--- src/rtl/mpkt_pkg.sv ---
// Shared widths, limits and the item record that moves between cells of the chain.
package mpkt_pkg;

	localparam int PRICE_W  = 16;
	localparam int PROFIT_W = 31;
	localparam int HOLD_W   = 33;
	localparam int CFG_W    = 7;

	// Largest profit a not-holding level may record.
	localparam logic [PROFIT_W-1:0] PROFIT_TOP = {PROFIT_W{1'b1}};

	// One item on its way down the chain, with the not-holding value of the level above
	// and the result picked up so far.
	typedef struct packed {
		logic                valid;
		logic                first;
		logic [PRICE_W-1:0]  price;
		logic [PROFIT_W-1:0] nh;
		logic [PROFIT_W-1:0] res;
	} stage_t;

endpackage

--- src/rtl/mpkt_cell.sv ---
// One transaction level of the chain: holds its two row entries and passes the item on.
module mpkt_cell #(
	parameter int LEVEL = 1,
	parameter int KW    = 7
) (
	input  logic             clk,
	input  logic             arst_n,
	input  logic             adv,
	input  logic [KW-1:0]    k,
	input  mpkt_pkg::stage_t up,
	output mpkt_pkg::stage_t down
);
	import mpkt_pkg::*;

	logic signed [HOLD_W-1:0] hold_q;
	logic signed [HOLD_W-1:0] hold_nx;
	logic signed [HOLD_W-1:0] price_x;
	logic signed [HOLD_W-1:0] buy;
	logic signed [HOLD_W-1:0] sold;
	logic [PROFIT_W-1:0]      sold_sat;
	logic [PROFIT_W-1:0]      nh_q;
	logic [PROFIT_W-1:0]      nh_nx;
	stage_t                   stage_s1;

	always_comb begin
		price_x = $signed({{(HOLD_W-PRICE_W){1'b0}}, up.price});
		buy     = $signed({{(HOLD_W-PROFIT_W){1'b0}}, up.nh}) - price_x;
		if (up.first) begin
			hold_nx = -price_x;
		end else if (buy > hold_q) begin
			hold_nx = buy;
		end else begin
			hold_nx = hold_q;
		end
		// Selling never goes negative here, so only the top needs clamping.
		sold = hold_nx + price_x;
		if (sold > $signed({{(HOLD_W-PROFIT_W){1'b0}}, PROFIT_TOP})) begin
			sold_sat = PROFIT_TOP;
		end else begin
			sold_sat = sold[PROFIT_W-1:0];
		end
		if (up.first) begin
			nh_nx = '0;
		end else if (sold_sat > nh_q) begin
			nh_nx = sold_sat;
		end else begin
			nh_nx = nh_q;
		end
	end

	always_ff @(posedge clk or negedge arst_n) begin
		if (!arst_n) begin
			hold_q <= '0;
			nh_q   <= '0;
		end else if (adv && up.valid) begin
			hold_q <= hold_nx;
			nh_q   <= nh_nx;
		end
	end

	always_ff @(posedge clk or negedge arst_n) begin
		if (!arst_n) begin
			stage_s1 <= '0;
		end else if (adv) begin
			stage_s1.valid <= up.valid;
			stage_s1.first <= up.first;
			stage_s1.price <= up.price;
			stage_s1.nh    <= nh_nx;
			stage_s1.res   <= (k == KW'(LEVEL)) ? nh_nx : up.res;
		end
	end

	assign down = stage_s1;

endmodule

--- config.mk ---
export PLATFORM = sky130hd
export DESIGN_NAME = mpkt_cell
export DESIGN_NICKNAME = d
export VERILOG_FILES = /design/src/rtl/mpkt_pkg.sv /design/src/rtl/mpkt_cell.sv
export SDC_FILE = /design/constraint.sdc
export NUM_CORES = 1
export LEC_CHECK = 0
export BUFFER_PORTS_ARGS = -buffer_cell sky130_fd_sc_hd__buf_4
export CAP_MARGIN = 30
export CORE_AREA = 2 2 216 218
export CTS_BUF_LIST = sky130_fd_sc_hd__clkbuf_16
export CTS_CLUSTER_SIZE = 8
export DETAILED_ROUTE_END_ITERATION = 8
export DIE_AREA = 0 0 218 220
export GPL_TIMING_DRIVEN = 0
export RECOVER_POWER = 50
export SYNTH_ARGS = -nofsm -noshare
export SYNTH_HDL_FRONTEND = slang
export SYNTH_SLANG_ARGS = --single-unit
--- constraint.sdc ---
create_clock -name clk -period 17.1 [get_ports clk]
set_input_delay 2.565 -clock clk [delete_from_list [all_inputs] [get_ports clk]]
set_output_delay 2.565 -clock clk [all_outputs]
set_load 0.1 [all_outputs]
==> results.sh <==
export IMPL_clkPwrFrac_pct=20.9
export IMPL_synth_cells=1338
export IMPL_fillers=4985
export IMPL_place_congestion=0.914
export IMPL_ant_nets=0
export IMPL_layout_worst_path_cycle_share_pct=85.5
export IMPL_synth_yosys_seq_area_share_pct=31.9
export IMPL_slew_violations=147
export IMPL_fmax_mhz=68.4
export IMPL_hold_viol_final=0
export IMPL_antenna_cells=0
export IMPL_combPwrFrac_pct=53.1
export IMPL_cts_sinks=144
export IMPL_slowest_stage="nor4_1"
export IMPL_yosys_cell_types_count=73
export IMPL_hpwlAfterDp_um=32600
export IMPL_grt_pass1_vias=10671
export IMPL_fin_nets=1719
export IMPL_criticalPathCategory="primary input to register"
export IMPL_root_buffer="clkbuf_16"
export IMPL_core_sq_um=45900
export IMPL_yosys_area_top_type="dfrtp_1"
export IMPL_clkLatencyLatePin_ns=0.46
export IMPL_hold_slack_ns=0.488
export IMPL_overflow=0
export IMPL_synth_top_family_by_area="compound AO/OA/AOI/OAI gates"
export IMPL_crit_fanout=10
export IMPL_cp_slowest_stage_delay_ns=0.61
export IMPL_ys_ff_latch=144
export IMPL_start_util_pct=24.6
export IMPL_ff2ff_setup_slack_ns=6.69
export IMPL_clk_pin_slew_ns=0.07
export IMPL_grt_pass1_wl_um=62500
export IMPL_cts_max_level=4
export IMPL_syn_to_final_growth_pct=21.5
export IMPL_power_per_cell_area_nw_per_um2=131
export IMPL_synth_simple_area_share_pct=18.0
export IMPL_hold_buffers=0
export IMPL_synth_area_per_cell_sq_um=8.44
export IMPL_cp_start_kind="primary input"
export IMPL_syn_num_nets=1531
export IMPL_dr_pass1_iters=6
export IMPL_cp_arrival_ns=14.97
export IMPL_die_area_sq_um=48000
export IMPL_end_kind="register"
export IMPL_multi_input_comb_area_sq_um=7000
export IMPL_drv_cap=2
export IMPL_worst_clock_skew_ns=0.0119
export IMPL_synth_edf_count=0
export IMPL_rows=79
export IMPL_cts_tree="yes"
export IMPL_max_slew_worst_pin_slew_ns=5.24
export IMPL_ctsResizeCount=0
export IMPL_p_int_uw=908
export IMPL_crit_required_ns=17.45
export IMPL_finalSetupViolCount=0
export IMPL_fp_dieH_um=220
export IMPL_hold_path_class="register to register"
export IMPL_p_leak_uw=0.00600
export IMPL_synth_flop_cell="dfrtp_1"
export IMPL_final_layout_size_suffix_gt1_share_pct=15.0
export IMPL_async_reset_ff_share_pct=100
export IMPL_setup_tns_ns=0
export IMPL_vdd_ir_drop_max_mv=0.0816
export IMPL_final_common_cell="a21oi_1"
export IMPL_p_sw_share_pct=49.6
export IMPL_fin_crit_ns=14.61
export IMPL_cts_buffers=17
export IMPL_synthAdderAreaFrac_pct=11.5
export IMPL_yosys_top_cells_area="dfrtp_1 32%, ha_1 11%, a21oi_1 6.5%"
export IMPL_route_vias_total=10973
export IMPL_rsz0062_at_grt="false"
export IMPL_regArea_sq_um=3600
export IMPL_power_frac_seq_pct=26.0
export IMPL_synth_compound_area_share_pct=23.7
export IMPL_mostFrequentLayoutCells="147 x a21oi_1, 144 x dfrtp_1, 129 x buf_4"
export IMPL_cts_setup_buffers=0
export IMPL_drt_initial_drc_count=937
export IMPL_clk_path_buf_depth=2
export IMPL_synth_xor_area_share_pct=4.81
export IMPL_status="finished, violations left"
export IMPL_viasPerCell=5.11
export IMPL_grt_use_total_pct=17.2
export IMPL_yosys_area_top_type_share_pct=31.9
export IMPL_synth_warnings=0
export IMPL_port_buffers=168
export IMPL_routed_wl_um=41300
export IMPL_die_w_um=218
export IMPL_synth_cell_area_sq_um=11300
export IMPL_synthMuxAreaShare_pct=3.96
export IMPL_power_switching_uw=892
export IMPL_drc=0
export IMPL_grt_antenna_before_repair=0
export IMPL_violations="max-capacitance violations, max-slew violations"
export IMPL_wl_per_cell_um=19.2
export IMPL_grt_max_degree=92
export IMPL_slew_headroom_pct=-249
export IMPL_io_pins=170
[cell type report]
class	count	share of cell area [%]
Clock buffer	17	3.10
Inverter	103	2.82
Multi-Input combinational cell	1020	51.0
Sequential cell	144	26.2
Buffer	71	2.22
Tap cell	607	5.53
Clock inverter	15	0.984
Timing Repair Buffer	169	8.09
[kinds of logic after synthesis]
group                    Yosys count
buffers and inverters            174
flip-flops                       144
adder cells (fa/ha/maj)          103
AND/OR/NAND/NOR                  408
multiplexers                      40
XOR/XNOR                          62
AO/OA/AOI/OAI                    407
[critical path, delay by kind of cell]
| kind | cells | cell delay [ns] |
|---|---|---|
| AO/OA/AOI/OAI | 25 | 5.71 |
| XOR/XNOR | 1 | 0.32 |
| adder cells (fa/ha/maj) | 5 | 1.47 |
| buffers and inverters | 10 | 2.99 |
| AND/OR/NAND/NOR | 8 | 1.83 |
[sequential cells by signal, indices dropped and copies added, names as in the netlist]
| signal | cells |
|---|---|
| nh_q | 31 |
| hold_q | 33 |
| down | 80 |
[layer usage]
metal,share of wire [%],vias to the layer above,wire (um),GRT usage [%]
li1,-,5224,-,-
met1,45,5277,18700,23.2
met2,44,434,18300,26.6
met3,9.3,38,3830,5.30
met4,1.2,0,498,4.22
met5,0,-,0,0
[power by group through the flow]
stage          registers, uW  clock network, uW  logic, uW
5_1_grt                  477                398       1040
3_5_place_dp             473                  0        960
6_report                 468                377        955
3_3_place_gp             470                  0        949
2_1_floorplan            702                  0        461
4_1_cts                  467                381        964
[cells in the mapped netlist, drive strengths merged, types with 24 or more instances]
| cell type | number |
|---|---|
| ha | 101 |
| or2 | 32 |
| nand2 | 115 |
| or3 | 24 |
| nor2 | 92 |
| nor3 | 33 |
| xnor2 | 46 |
| inv | 103 |
| a21oi | 147 |
| dfrtp | 144 |
| a22o | 47 |
| clkbuf | 57 |
| mux2 | 38 |
| a31oi | 31 |
| o21ai | 63 |
[stage by stage]
stage	instances	utilization [%]	worst slack [ns]	power, uW	cell area [sq um]
detailed placement	2114	29.1	2.27	1430	13400
global route	2146	29.9	1.48	1910	13700
CTS	2146	30.3	2.71	1810	13900
global placement	2113	29.0	2.33	1420	13300
finish	2146	29.9	2.49	1800	13700
floorplan	1338	-	4.91	1160	11300
[path summary, 6_finish.rpt]
kind                            startpoint         end  cells after the start
worst max-delay path                up[62]    down[37]                     49
worst min-delay path            hold_q[29]  hold_q[29]                      2
worst max register to register  hold_q[19]    down[37]                     40
worst min register to register  hold_q[29]  hold_q[29]                      2
max in group asynchronous           arst_n    down[67]                      2
min in group asynchronous           arst_n    down[22]                      1
Note: power is estimated with default switching activity, not from simulation.
